===== config.mk =====
export PLATFORM = sky130hd
export DESIGN_NAME = token_bucket_rate_limiter_unit
export DESIGN_NICKNAME = d
export VERILOG_FILES = /design/src/hw/rtl/tbrl_pkg.sv /design/src/hw/rtl/tbrl_cfg.sv /design/src/hw/rtl/tbrl_front.sv /design/src/hw/rtl/tbrl_scale.sv /design/src/hw/rtl/tbrl_bucket.sv /design/src/hw/rtl/token_bucket_rate_limiter_unit.sv
export SDC_FILE = /design/constraint.sdc
export NUM_CORES = 2
export LEC_CHECK = 0
export CAP_MARGIN = 30
export CORE_MARGIN = 3
export CORE_UTILIZATION = 49
export CTS_CLUSTER_SIZE = 28
export DETAILED_ROUTE_END_ITERATION = 10
export DONT_BUFFER_PORTS = 1
export SKIP_CTS_REPAIR_TIMING = 1
export SLEW_MARGIN = 0
export SYNTH_ARGS = -nofsm -noshare
export SYNTH_HDL_FRONTEND = slang
export SYNTH_SLANG_ARGS = --single-unit

===== constraint.sdc =====
create_clock -name clk -period 10.4 [get_ports clk]
set_input_delay 1.56 -clock clk [delete_from_list [all_inputs] [get_ports clk]]
set_output_delay 1.56 -clock clk [all_outputs]
set_load 0.005 [all_outputs]

===== src/hw/rtl/tbrl_pkg.sv =====
`timescale 1ns / 1ps
`default_nettype none

package tbrl_pkg;

    // Fixed-point widths: tokens and rates Q24.16, seconds Q8.24
    localparam int TOKEN_W = 40;
    localparam int TIME_W  = 32;
    localparam int HALF_W  = 20;
    localparam int PROD_W  = HALF_W + TIME_W;
    localparam int SUM_W   = PROD_W + HALF_W;
    localparam int FRAC_SHIFT = 24;

    localparam logic [TOKEN_W-1:0] ONE_TOKEN  = 40'h00_0001_0000;
    localparam logic [TOKEN_W-1:0] TOKEN_MAX  = 40'hFF_FFFF_FFFF;
    localparam logic [TIME_W-1:0]  ONE_SECOND = 32'h0100_0000;

    // Configuration port
    localparam int ADDR_W = 5;
    localparam int DATA_W = 64;

    localparam logic [1:0] REG_ENABLED   = 2'd0;
    localparam logic [1:0] REG_MAX_RATE  = 2'd1;
    localparam logic [1:0] REG_MAX_DELAY = 2'd2;

    // Input kind codes
    localparam logic [1:0] KIND_TICK    = 2'd0;
    localparam logic [1:0] KIND_REQUEST = 2'd1;
    localparam logic [1:0] KIND_UPDATE  = 2'd2;
    localparam logic [1:0] KIND_NONE    = 2'd3;

    // Internal operation carried down the pipeline
    typedef enum logic [2:0] {
        OP_TICK   = 3'd0,
        OP_REQ    = 3'd1,
        OP_UPD    = 3'd2,
        OP_NOP    = 3'd3,
        OP_RELOAD = 3'd4
    } op_t;

    typedef struct packed {
        logic               enabled;
        logic [TOKEN_W-1:0] max_rate;
        logic [TIME_W-1:0]  max_delay;
    } cfg_t;

    typedef struct packed {
        logic               vld;
        logic [TOKEN_W-1:0] rate;
        logic [TIME_W-1:0]  delay;
    } reload_t;

    typedef struct packed {
        op_t                op;
        logic [TOKEN_W-1:0] rate;
        logic [TIME_W-1:0]  span;
    } op_beat_t;

    typedef struct packed {
        op_t                op;
        logic [TOKEN_W-1:0] value;
    } scale_beat_t;

endpackage

`default_nettype wire


===== src/hw/rtl/tbrl_cfg.sv =====
`timescale 1ns / 1ps
`default_nettype none

module tbrl_cfg
    import tbrl_pkg::*;
(
    input  wire logic              clk,
    input  wire logic              rst_n,
    input  wire logic              psel,
    input  wire logic              penable,
    input  wire logic              pwrite,
    input  wire logic [ADDR_W-1:0] paddr,
    input  wire logic [DATA_W-1:0] pwdata,
    output logic      [DATA_W-1:0] prdata,
    output logic                   pready,
    output cfg_t                   cfg,
    output reload_t                reload
);

    logic               enabled_reg;
    logic [TOKEN_W-1:0] max_rate_reg;
    logic [TIME_W-1:0]  max_delay_reg;
    logic               wr;
    logic [1:0]         idx;

    assign pready = 1'b1;
    assign wr     = psel && penable && pwrite;
    assign idx    = paddr[ADDR_W-1:3];

    // Hold the registers
    always_ff @(posedge clk or negedge rst_n)
    begin
        if (!rst_n)
        begin
            enabled_reg   <= 1'b1;
            max_rate_reg  <= '0;
            max_delay_reg <= ONE_SECOND;
        end
        else if (wr)
        begin
            unique case (idx)
                REG_ENABLED:   enabled_reg   <= pwdata[0];
                REG_MAX_RATE:  max_rate_reg  <= pwdata[TOKEN_W-1:0];
                REG_MAX_DELAY: max_delay_reg <= pwdata[TIME_W-1:0];
                default:       ;
            endcase
        end
    end

    // Read back
    always_comb
    begin
        unique case (idx)
            REG_ENABLED:   prdata = {{(DATA_W-1){1'b0}}, enabled_reg};
            REG_MAX_RATE:  prdata = {{(DATA_W-TOKEN_W){1'b0}}, max_rate_reg};
            REG_MAX_DELAY: prdata = {{(DATA_W-TIME_W){1'b0}}, max_delay_reg};
            default:       prdata = '0;
        endcase
    end

    // Request a rate and capacity reload with the freshly written values
    always_comb
    begin
        reload.vld   = wr && ((idx == REG_MAX_RATE) || (idx == REG_MAX_DELAY));
        reload.rate  = (idx == REG_MAX_RATE)  ? pwdata[TOKEN_W-1:0] : max_rate_reg;
        reload.delay = (idx == REG_MAX_DELAY) ? pwdata[TIME_W-1:0]  : max_delay_reg;
    end

    assign cfg.enabled   = enabled_reg;
    assign cfg.max_rate  = max_rate_reg;
    assign cfg.max_delay = max_delay_reg;

endmodule

`default_nettype wire


===== src/hw/rtl/tbrl_front.sv =====
`timescale 1ns / 1ps
`default_nettype none

module tbrl_front
    import tbrl_pkg::*;
(
    input  wire logic               clk,
    input  wire logic               rst_n,
    input  wire logic               in_valid,
    output logic                    in_stall,
    input  wire logic [1:0]         kind,
    input  wire logic [TIME_W-1:0]  elapsed,
    input  wire logic [TOKEN_W-1:0] new_limit,
    input  wire cfg_t               cfg,
    input  wire reload_t            reload,
    output logic                    beat_vld,
    output op_beat_t                beat,
    input  wire logic               beat_ready
);

    logic               in_vld_reg;
    logic [1:0]         kind_reg;
    logic [TIME_W-1:0]  elapsed_reg;
    logic [TOKEN_W-1:0] new_limit_reg;
    logic               s1_vld_reg;
    op_beat_t           s1_beat_reg;
    op_beat_t           s1_beat_next;
    logic [TOKEN_W-1:0] leak_rate_reg;
    logic [TOKEN_W-1:0] limit_sel;
    logic               s1_ready;
    logic               advance;
    logic               take;

    assign s1_ready = !s1_vld_reg || beat_ready;
    assign advance  = in_vld_reg && s1_ready;
    assign in_stall = in_vld_reg && !s1_ready;
    assign take     = in_valid && !in_stall;

    // Input register
    always_ff @(posedge clk or negedge rst_n)
    begin
        if (!rst_n)
            in_vld_reg <= 1'b0;
        else if (take)
            in_vld_reg <= 1'b1;
        else if (advance)
            in_vld_reg <= 1'b0;
    end

    always_ff @(posedge clk)
    begin
        if (take)
        begin
            kind_reg      <= kind;
            elapsed_reg   <= elapsed;
            new_limit_reg <= new_limit;
        end
    end

    // Clamp the requested limit to the configured maximum
    assign limit_sel = (new_limit_reg < cfg.max_rate) ? new_limit_reg : cfg.max_rate;

    // Pick the multiplier operands for this beat
    always_comb
    begin
        s1_beat_next.rate = leak_rate_reg;
        s1_beat_next.span = elapsed_reg;
        unique case (kind_reg)
            KIND_TICK:    s1_beat_next.op = OP_TICK;
            KIND_REQUEST: s1_beat_next.op = OP_REQ;
            KIND_UPDATE:
            begin
                s1_beat_next.op   = OP_UPD;
                s1_beat_next.rate = limit_sel;
                s1_beat_next.span = cfg.max_delay;
            end
            KIND_NONE:    s1_beat_next.op = OP_NOP;
            default:      s1_beat_next.op = OP_NOP;
        endcase
    end

    // Track the leak rate in item order
    always_ff @(posedge clk or negedge rst_n)
    begin
        if (!rst_n)
            leak_rate_reg <= '0;
        else if (reload.vld)
            leak_rate_reg <= reload.rate;
        else if (advance && (kind_reg == KIND_UPDATE))
            leak_rate_reg <= limit_sel;
    end

    // Operand reg; unchecked user rule: reload arrives on empty pipeline
    always_ff @(posedge clk or negedge rst_n)
    begin
        if (!rst_n)
            s1_vld_reg <= 1'b0;
        else if (reload.vld || advance)
            s1_vld_reg <= 1'b1;
        else if (beat_ready)
            s1_vld_reg <= 1'b0;
    end

    always_ff @(posedge clk)
    begin
        if (reload.vld)
        begin
            s1_beat_reg.op   <= OP_RELOAD;
            s1_beat_reg.rate <= reload.rate;
            s1_beat_reg.span <= reload.delay;
        end
        else if (advance)
            s1_beat_reg <= s1_beat_next;
    end

    assign beat_vld = s1_vld_reg;
    assign beat     = s1_beat_reg;

endmodule

`default_nettype wire


===== src/hw/rtl/tbrl_scale.sv =====
`timescale 1ns / 1ps
`default_nettype none

module tbrl_scale
    import tbrl_pkg::*;
(
    input  wire logic     clk,
    input  wire logic     rst_n,
    input  wire logic     beat_vld,
    input  wire op_beat_t beat,
    output logic          beat_ready,
    output logic          res_vld,
    output scale_beat_t   res,
    input  wire logic     res_ready
);

    logic              s2_vld_reg;
    op_t               s2_op_reg;
    logic [PROD_W-1:0] hi_prod_reg;
    logic [PROD_W-1:0] lo_prod_reg;
    logic [PROD_W-1:0] hi_prod_next;
    logic [PROD_W-1:0] lo_prod_next;
    logic              s3_vld_reg;
    scale_beat_t       s3_reg;
    scale_beat_t       s3_next;
    logic [SUM_W-1:0]  full_sum;
    logic              s2_ready;
    logic              s3_ready;

    assign s3_ready   = !s3_vld_reg || res_ready;
    assign s2_ready   = !s2_vld_reg || s3_ready;
    assign beat_ready = s2_ready;

    // Split the rate in halves so each product stays 20 x 32
    assign hi_prod_next = beat.rate[TOKEN_W-1:HALF_W] * beat.span;
    assign lo_prod_next = beat.rate[HALF_W-1:0] * beat.span;

    always_ff @(posedge clk or negedge rst_n)
    begin
        if (!rst_n)
            s2_vld_reg <= 1'b0;
        else if (s2_ready)
            s2_vld_reg <= beat_vld;
    end

    always_ff @(posedge clk)
    begin
        if (s2_ready && beat_vld)
        begin
            s2_op_reg   <= beat.op;
            hi_prod_reg <= hi_prod_next;
            lo_prod_reg <= lo_prod_next;
        end
    end

    // Join the halves, drop the fraction and saturate to 40 bits
    assign full_sum = {hi_prod_reg, {HALF_W{1'b0}}} + {{HALF_W{1'b0}}, lo_prod_reg};

    always_comb
    begin
        s3_next.op = s2_op_reg;
        if (full_sum[SUM_W-1:FRAC_SHIFT+TOKEN_W] != '0)
            s3_next.value = TOKEN_MAX;
        else
            s3_next.value = full_sum[FRAC_SHIFT+TOKEN_W-1:FRAC_SHIFT];
    end

    always_ff @(posedge clk or negedge rst_n)
    begin
        if (!rst_n)
            s3_vld_reg <= 1'b0;
        else if (s3_ready)
            s3_vld_reg <= s2_vld_reg;
    end

    always_ff @(posedge clk)
    begin
        if (s3_ready && s2_vld_reg)
            s3_reg <= s3_next;
    end

    assign res_vld = s3_vld_reg;
    assign res     = s3_reg;

endmodule

`default_nettype wire


===== src/hw/rtl/tbrl_bucket.sv =====
`timescale 1ns / 1ps
`default_nettype none

module tbrl_bucket
    import tbrl_pkg::*;
(
    input  wire logic          clk,
    input  wire logic          rst_n,
    input  wire logic          enabled,
    input  wire logic          beat_vld,
    input  wire scale_beat_t   beat,
    output logic               beat_ready,
    output logic               out_valid,
    input  wire logic          out_stall,
    output logic               allowed,
    output logic               slot_freed,
    output logic               below_limit,
    output logic [TOKEN_W-1:0] bucket_level
);

    logic               out_vld_reg;
    logic               allowed_reg;
    logic               freed_reg;
    logic               below_reg;
    logic [TOKEN_W-1:0] level_reg;
    logic [TOKEN_W-1:0] level_next;
    logic [TOKEN_W-1:0] capacity_reg;
    logic [TOKEN_W-1:0] capacity_next;
    logic               allowed_next;
    logic               freed_next;
    logic               below_next;
    logic               take;
    logic               emit;
    logic [TOKEN_W:0]   lvl_one;
    logic [TOKEN_W+1:0] lvl_two;
    logic [TOKEN_W:0]   cap_leak;
    logic [TOKEN_W-1:0] level_drained;
    logic               room_ok;
    logic               room_two_ok;
    logic               drain_partial;
    logic               room_after_tick;
    logic               room_after_upd;

    assign beat_ready = (beat.op == OP_RELOAD) || !out_vld_reg || !out_stall;
    assign take       = beat_vld && beat_ready;
    assign emit       = take && (beat.op != OP_RELOAD);

    // Room tests, all against the present level in parallel
    assign lvl_one       = {1'b0, level_reg} + {1'b0, ONE_TOKEN};
    assign lvl_two       = {1'b0, lvl_one} + {2'b00, ONE_TOKEN};
    assign cap_leak      = {1'b0, capacity_reg} + {1'b0, beat.value};
    assign room_ok       = {1'b0, capacity_reg} >= lvl_one;
    assign room_two_ok   = {2'b00, capacity_reg} >= lvl_two;
    assign drain_partial = level_reg > beat.value;
    assign level_drained = drain_partial ? (level_reg - beat.value) : '0;
    assign room_after_tick = drain_partial ? (cap_leak >= lvl_one)
                                           : (capacity_reg >= ONE_TOKEN);
    assign room_after_upd  = {1'b0, beat.value} >= lvl_one;

    // Apply one beat to the bucket
    always_comb
    begin
        level_next    = level_reg;
        capacity_next = capacity_reg;
        allowed_next  = 1'b0;
        freed_next    = 1'b0;
        below_next    = !enabled || room_ok;
        unique case (beat.op)
            OP_TICK:
            begin
                level_next = level_drained;
                freed_next = !room_ok && room_after_tick;
                below_next = !enabled || room_after_tick;
            end
            OP_REQ:
            begin
                if (!enabled)
                    allowed_next = 1'b1;
                else if (room_ok)
                begin
                    allowed_next = 1'b1;
                    level_next   = lvl_one[TOKEN_W-1:0];
                    below_next   = room_two_ok;
                end
            end
            OP_UPD:
            begin
                capacity_next = beat.value;
                below_next    = !enabled || room_after_upd;
            end
            OP_RELOAD:
                capacity_next = beat.value;
            OP_NOP: ;
            default: ;
        endcase
    end

    // Bucket state
    always_ff @(posedge clk or negedge rst_n)
    begin
        if (!rst_n)
        begin
            level_reg    <= '0;
            capacity_reg <= '0;
        end
        else if (take)
        begin
            level_reg    <= level_next;
            capacity_reg <= capacity_next;
        end
    end

    // Result register
    always_ff @(posedge clk or negedge rst_n)
    begin
        if (!rst_n)
            out_vld_reg <= 1'b0;
        else if (emit)
            out_vld_reg <= 1'b1;
        else if (!out_stall)
            out_vld_reg <= 1'b0;
    end

    always_ff @(posedge clk)
    begin
        if (emit)
        begin
            allowed_reg <= allowed_next;
            freed_reg   <= freed_next;
            below_reg   <= below_next;
        end
    end

    assign out_valid    = out_vld_reg;
    assign allowed      = allowed_reg;
    assign slot_freed   = freed_reg;
    assign below_limit  = below_reg;
    assign bucket_level = level_reg;

    // A reload never produces a result
    a_reload_silent: assert property (@(posedge clk) disable iff (!rst_n)
        (beat_vld && (beat.op == OP_RELOAD) && !out_vld_reg) |=> !out_vld_reg)
        else $error("reload produced a result beat");

    // An enforced admission keeps the level within capacity
    a_admit_bound: assert property (@(posedge clk) disable iff (!rst_n)
        (take && (beat.op == OP_REQ) && enabled && room_ok)
            |=> (level_reg <= capacity_reg))
        else $error("admitted request overfilled the bucket");

    // A tick never raises the level
    a_tick_drains: assert property (@(posedge clk) disable iff (!rst_n)
        (take && (beat.op == OP_TICK)) |=> (level_reg <= $past(level_reg)))
        else $error("tick raised the bucket level");

    // A beat cannot both admit a request and free a slot
    a_flags_exclusive: assert property (@(posedge clk) disable iff (!rst_n)
        out_vld_reg |-> !(allowed_reg && freed_reg))
        else $error("allowed and slot_freed both set");

endmodule

`default_nettype wire


===== src/hw/rtl/token_bucket_rate_limiter_unit.sv =====
// Leaky-bucket rate limiter. Each input beat is a tick (drain leak_rate times
// elapsed from the level, floored at zero), a packet request (admit when the
// room left below capacity is at least one token, then add one token; while disabled
// admit without adding) or a limit update (leak rate becomes min(new_limit, max_rate),
// capacity becomes that rate times max_delay); kind 3 changes nothing. Every input
// beat yields exactly one result beat, in order. One beat is accepted per clock
// while in_stall is low; a result passes from the input register through operand
// select, two 20 x 32 partial products, join and saturate, then the bucket update
// whose level and capacity feed back through combinational logic only. A stalled
// result holds the stages behind it, and once all five registers are full the
// input stalls too.
// Tokens and rates are Q24.16, times Q8.24, and scaled products saturate to 40 bits.
// Registers sit on a 64-bit APB-style port at 0x00 (enabled), 0x08 (max_rate)
// and 0x10 (max_delay); writing max_rate or max_delay reloads the leak rate
// and recomputes the capacity through the same multiplier, so write them only
// while no beats are in flight.
`timescale 1ns / 1ps
`default_nettype none

module token_bucket_rate_limiter_unit
    import tbrl_pkg::*;
(
    input  wire logic               clk,
    input  wire logic               rst_n,
    input  wire logic               psel,
    input  wire logic               penable,
    input  wire logic               pwrite,
    input  wire logic [ADDR_W-1:0]  paddr,
    input  wire logic [DATA_W-1:0]  pwdata,
    output logic      [DATA_W-1:0]  prdata,
    output logic                    pready,
    input  wire logic               in_valid,
    output logic                    in_stall,
    input  wire logic [1:0]         kind,
    input  wire logic [TIME_W-1:0]  elapsed,
    input  wire logic [TOKEN_W-1:0] new_limit,
    output logic                    out_valid,
    input  wire logic               out_stall,
    output logic                    allowed,
    output logic                    slot_freed,
    output logic                    below_limit,
    output logic      [TOKEN_W-1:0] bucket_level
);

    cfg_t        cfg;
    reload_t     reload;
    logic        op_vld;
    op_beat_t    op_beat;
    logic        op_ready;
    logic        sc_vld;
    scale_beat_t sc_beat;
    logic        sc_ready;

    // Configuration registers
    tbrl_cfg u_cfg (
        .clk     (clk),
        .rst_n   (rst_n),
        .psel    (psel),
        .penable (penable),
        .pwrite  (pwrite),
        .paddr   (paddr),
        .pwdata  (pwdata),
        .prdata  (prdata),
        .pready  (pready),
        .cfg     (cfg),
        .reload  (reload)
    );

    // Input register and operand select
    tbrl_front u_front (
        .clk        (clk),
        .rst_n      (rst_n),
        .in_valid   (in_valid),
        .in_stall   (in_stall),
        .kind       (kind),
        .elapsed    (elapsed),
        .new_limit  (new_limit),
        .cfg        (cfg),
        .reload     (reload),
        .beat_vld   (op_vld),
        .beat       (op_beat),
        .beat_ready (op_ready)
    );

    // Rate times time, saturated
    tbrl_scale u_scale (
        .clk        (clk),
        .rst_n      (rst_n),
        .beat_vld   (op_vld),
        .beat       (op_beat),
        .beat_ready (op_ready),
        .res_vld    (sc_vld),
        .res        (sc_beat),
        .res_ready  (sc_ready)
    );

    // Bucket level, capacity and result register
    tbrl_bucket u_bucket (
        .clk          (clk),
        .rst_n        (rst_n),
        .enabled      (cfg.enabled),
        .beat_vld     (sc_vld),
        .beat         (sc_beat),
        .beat_ready   (sc_ready),
        .out_valid    (out_valid),
        .out_stall    (out_stall),
        .allowed      (allowed),
        .slot_freed   (slot_freed),
        .below_limit  (below_limit),
        .bucket_level (bucket_level)
    );

endmodule

`default_nettype wire


Word level (Yosys, flattened, before mapping):

Index checks and enable logic that the tools add are counted.

* output and inout port bits: 110
* register bits: 500

* add/sub/neg operators: 5
* $lt $le $gt $ge: 7
* equality and inequality tests: 12
* reduce and logical (&&, ||, !) cells: 44
* $mul: 2
* muxes and demuxes: 26

Operators with widths (count)
* 2-to-1 mux 40 bit: 7
* 2-to-1 mux 72 bit: 3
* case mux 40 bit (3 select lines): 1
* multiplier 20 x 32 -> 52 bit: 2
* greater-or-equal comparator 40 x 41 -> 1 bit: 2
* case mux 40 bit (2 select lines): 1
* adder 72 x 52 -> 72 bit: 1
* adder 41 x 17 -> 42 bit (second input constant): 1
* greater-or-equal comparator 40 x 42 -> 1 bit: 1
* adder 40 x 17 -> 41 bit (second input constant): 1
* adder 40 x 40 -> 41 bit: 1
* greater-or-equal comparator 41 bit: 1
* greater-or-equal comparator 40 x 17 -> 1 bit (second input constant): 1
* greater-than comparator 40 bit: 1
* < comparator 40 bit: 1
* subtractor 40 bit: 1
* 2-to-1 mux 32 bit: 1
* logical AND 1 bit: 12
* case mux 3 bit (4 select lines): 1
* 2-to-1 mux 1 bit: 11
* logical OR 1 bit: 10
* nonzero test 2 bit: 5
* logical NOT 1 bit: 9
* nonzero test 8 bit: 1
* 14 further kinds: 20

Longest topological paths before layout:

* depth in word-level cells: 11
* depth in mapped cells: 27

Hierarchy:

From an unflattened synthesis, not the netlist that was laid out.

* cells, all modules: 7682
* area, all modules: 72360.6 um^2

Modules (own cells, without submodules)
* tbrl_scale: cells an instance 5105, instances 1, seq. area each 3953.8 um^2, area an instance 46703.5 um^2
* tbrl_bucket: cells an instance 1498, instances 1, seq. area each 2117.0 um^2, area an instance 11941.5 um^2
* tbrl_front: cells an instance 725, instances 1, seq. area each 5495.3 um^2, area an instance 8852.2 um^2
* tbrl_cfg: cells an instance 354, instances 1, seq. area each 1829.3 um^2, area an instance 4863.4 um^2

Worst setup path before layout:

No wires, ideal clock.

* kind: register -> register
* start point: register u_front.s1_beat_reg (netlist bit u_front.beat[57])
* end point: register u_scale.hi_prod_reg[50] (data pin)
* required time: 10.129 ns
* arrival time: 6.672 ns
* stages on the path, launching flop included: 24
* path buffers: 1
* period minus slack after synthesis: 6.943 ns
* slack: 3.457 ns
* cells stage by stage: edfxtp_1 > clkbuf_1 > nand2_1 > fa_1 > fa_1 > fa_1 > fa_1 > inv_1 > fa_1 > fa_1 > inv_1 > fa_1 > inv_1 > ha_1 > and3_1 > and2_1 > a221oi_2 > o21ai_2 > a311o_1 > a21oi_2 > o41ai_4 > a41oi_1 > o311ai_1 > xor2_1

* cells in the longest elaborated chain, start to end: 1

Ends and longest elaborated chain
* start, declared: line tbrl_front.sv:26 `op_beat_t s1_beat_reg;`
* start signal, assigned: line tbrl_front.sv:113 `s1_beat_reg <= s1_beat_next;`
* multiplier 20 x 32 -> 52 bit: line tbrl_scale.sv:35 `assign hi_prod_next = beat.rate[TOKEN_W-1:HALF_W] * beat.span;`
* named net u_scale.hi_prod_next[50]: line tbrl_scale.sv:21 `logic [PROD_W-1:0] hi_prod_next;`
* end signal, assigned: line tbrl_scale.sv:51 `hi_prod_reg <= hi_prod_next;`
* end, declared: line tbrl_scale.sv:19 `logic [PROD_W-1:0] hi_prod_reg;`

The timed path passes the listed nets, and every way through them passes these cells.
A chain may end at the register's enable or synchronous reset.

Worst setup path after layout:

* start point: register u_front.s1_beat_reg (netlist bit u_front.beat[10])
* end point: register u_scale.hi_prod_reg[48] (data pin)

The elaborated chain is that of the path after synthesis.

==> results.yml <==
outcome:
  outcome: "completed"
logic_synthesis:
  synth_top_area_share_pct: 29.5
  syn_area_um2: 72900
  synth_area_leaders: "fa_1 (29%), edfxtp_1 (11%), ha_1 (11%)"
  synthCells: 7887
  synth-seq-area-share_pct: 18.4
  avgSynthCellArea_um2: 9.24
  synthArstFlopShare_pct: 41.3
  synthMostInstantiatedCell: "inv_1"
  synth_edf_count: 279
  synthTopCellsByCount: "inv_1 (1331), fa_1 (1073), nand2_1 (1011)"
  ys_types: 109
  ys_warn_count: 0
  ys_ff_latch: 480
  synth_top_area_cell: "fa_1"
  synth_flop_cell: "edfxtp_1"
place:
  gp_congestion: 0.966
  io_buffers: 0
  dp_worst_setup_slack_ns: 2.07
  hpwl_um: 162000
worst_hold_path:
  hold_depth: 0
  hold_path_class: "reg -> reg"
timing:
  relSlewSlack_pct: 28.5
  tightest_slew_ns: 1.07
  fmax_mhz: 119
  drv_slew: 0
  finalHoldViolCount: 0
  whs_ns: 0.429
  setup_viol: 0
  worst_slack_ns: 2.03
  min_period_ns: 8.37
  rsz0062_at_grt: "no"
  period_share_pct: 80.5
  skew_ns: 0.0539
  setup_tns_ns: 0
clock_network:
  clock_latency_ns: 0.68
  htreeDepth: 2
  cts_buffers: 57
  cts_tree: "yes"
  clkSinkCount: 480
  clk_pin_slew_ns: 0.06
  cts_buffer_depth: 3
  root_buffer: "clkbuf_16"
worst_setup_path:
  cp_max_fo: 20
  reg2reg_depth: 26
  crit_required_ns: 10.81
  cp-start-kind: "flop"
  cp.arrival_ns: 8.78
  crit_path_end_kind: "flop"
  critPathKind: "reg -> reg"
die:
  dieHeight_um: 392
  die_x_um: 392
  initial_core_util_pct: 49.7
  die-area_um2: 153000
  core_area_um2: 147000
  rows: 140
  design.portCount: 260
grt:
  met3_usage_pct: 4.18
  globalRouteOverflowTotal: 0
  first_global_vias: 57700
  grt_util_all_layers_pct: 27.8
  antenna_found_initial: 3
  grt_first_pass_wirelength_um: 333000
  grt_max_degree: 199
  busiest_layer: "met2"
  grt_use_met1_pct: 37.0
  met2_usage_pct: 46.4
finish:
  finalNetCount: 9512
  finalCoreUtilization_pct: 52.5
  largest_reg_flops: 75
  area_growth_pct: 5.62
  fill_cells: 13400
  drive_above_1_share_pct: 6.13
detailed_routing:
  ant_nets: 0
  routed_via_density: 5.76
  vias: 55500
  wl_per_cell_um: 21.8
  drtPass1Iterations: 8
  routed_wl_um: 210000
  drt_iter0_markers: 4116
  drc: 0
job:
  drv_cap: 0
final cells by class:
class                      count  area (µm²)  area share (%)
antenna                        1        2.50         0.00325
clock buffer                  74        1610            2.10
clock inverter                34         490           0.637
inverter                    1331        5000            6.49
multi-input combinational   5648       52800            68.6
sequential                   480       13400            17.4
tap                         1917        2400            3.12
timing repair buffer         148        1270            1.65
placed cells by master, fill, tap and decap left out, types with 36 or more instances in the layout:
cell       instances
ha_1             622
a21o_1           149
nand4_1           66
a21boi_0          44
edfxtp_1         279
o21ai_0          156
mux2i_1           44
nor2_1           259
xnor2_1          130
and3_1            36
a221oi_1          46
and2_1           638
xor2_1            96
mux2_2           114
nor3_1            47
a21oi_1          279
nor2b_1           41
inv_1           1331
a41oi_1           45
nand2_1         1008
clkbuf_16         60
nand3_1          191
buf_4            139
a31o_2            44
dfrtp_1          196
fa_1            1073
worst max-delay path: stages, from the launching register on:
cell and delay (ns):
edfxtp_1 1.00, buf_4 0.45, and2_1 0.21, fa_1 0.42, fa_1 0.51, inv_1 0.05, fa_1 0.47, inv_1 0.05
fa_1 0.50, inv_1 0.05, fa_1 0.53, inv_1 0.05, fa_1 0.48, inv_1 0.05, fa_1 0.47, inv_1 0.04
ha_1 0.36, nand2_1 0.09, a21oi_1 0.14, o22ai_1 0.12, a2111oi_1 0.72, or4_1 0.25, a31o_1 0.29, a31oi_4 0.14
o211ai_2 0.29, nor4b_2 0.09, a211o_1 0.26
metal layers:
layer / vias to the layer above / routed length, µm
met5: - / 0
met4: 0 / 7600
met3: 356 / 14200
met2: 1891 / 99100
met1: 28300 / 88900
li1: 25000 / -
metrics by stage:
step	cell area (µm²)	std cells
floorplan	73000	7910
global placement	74600	9514
detailed placement	74800	9520
CTS	76900	9628
global route	77000	9632
finish	77000	9633
path summary, 6_finish.rpt:
check                                     endpoint  slack [ns]                 start
max                        u_scale.hi_prod_reg[48]        2.03      u_front.beat[10]
min                                u_scale.res[41]        0.43  u_scale.s2_op_reg[1]
max reg2reg                u_scale.hi_prod_reg[48]        2.03      u_front.beat[10]
min reg2reg                        u_scale.res[41]        0.43  u_scale.s2_op_reg[1]
max in group asynchronous    u_cfg.max_rate_reg[2]        9.31                 rst_n
min in group asynchronous  u_cfg.max_delay_reg[25]        0.61                 rst_n
cell families (layout without fill, tap and decap cells):
| logic type | after synthesis | count (layout) | share of synthesized area, % |
|---|---|---|---|
| xor gates and xnor gates | 226 | 226 | 2.72 |
| DFF | 480 | 480 | 18.4 |
| muxes | 158 | 158 | 2.37 |
| adders and majority gates | 1696 | 1696 | 40.2 |
| and+or+nand+nor | 2422 | 2422 | 16.2 |
| other | 2 | 26 | 0.0103 |
| buffers and inverters | 1782 | 1587 | 9.42 |
| AOI/OAI and AO/OA | 1121 | 1121 | 10.7 |
Power is left out: the tool's default activity adds up to more than one toggle a clock period on the data nets, which glitch-free logic cannot reach.
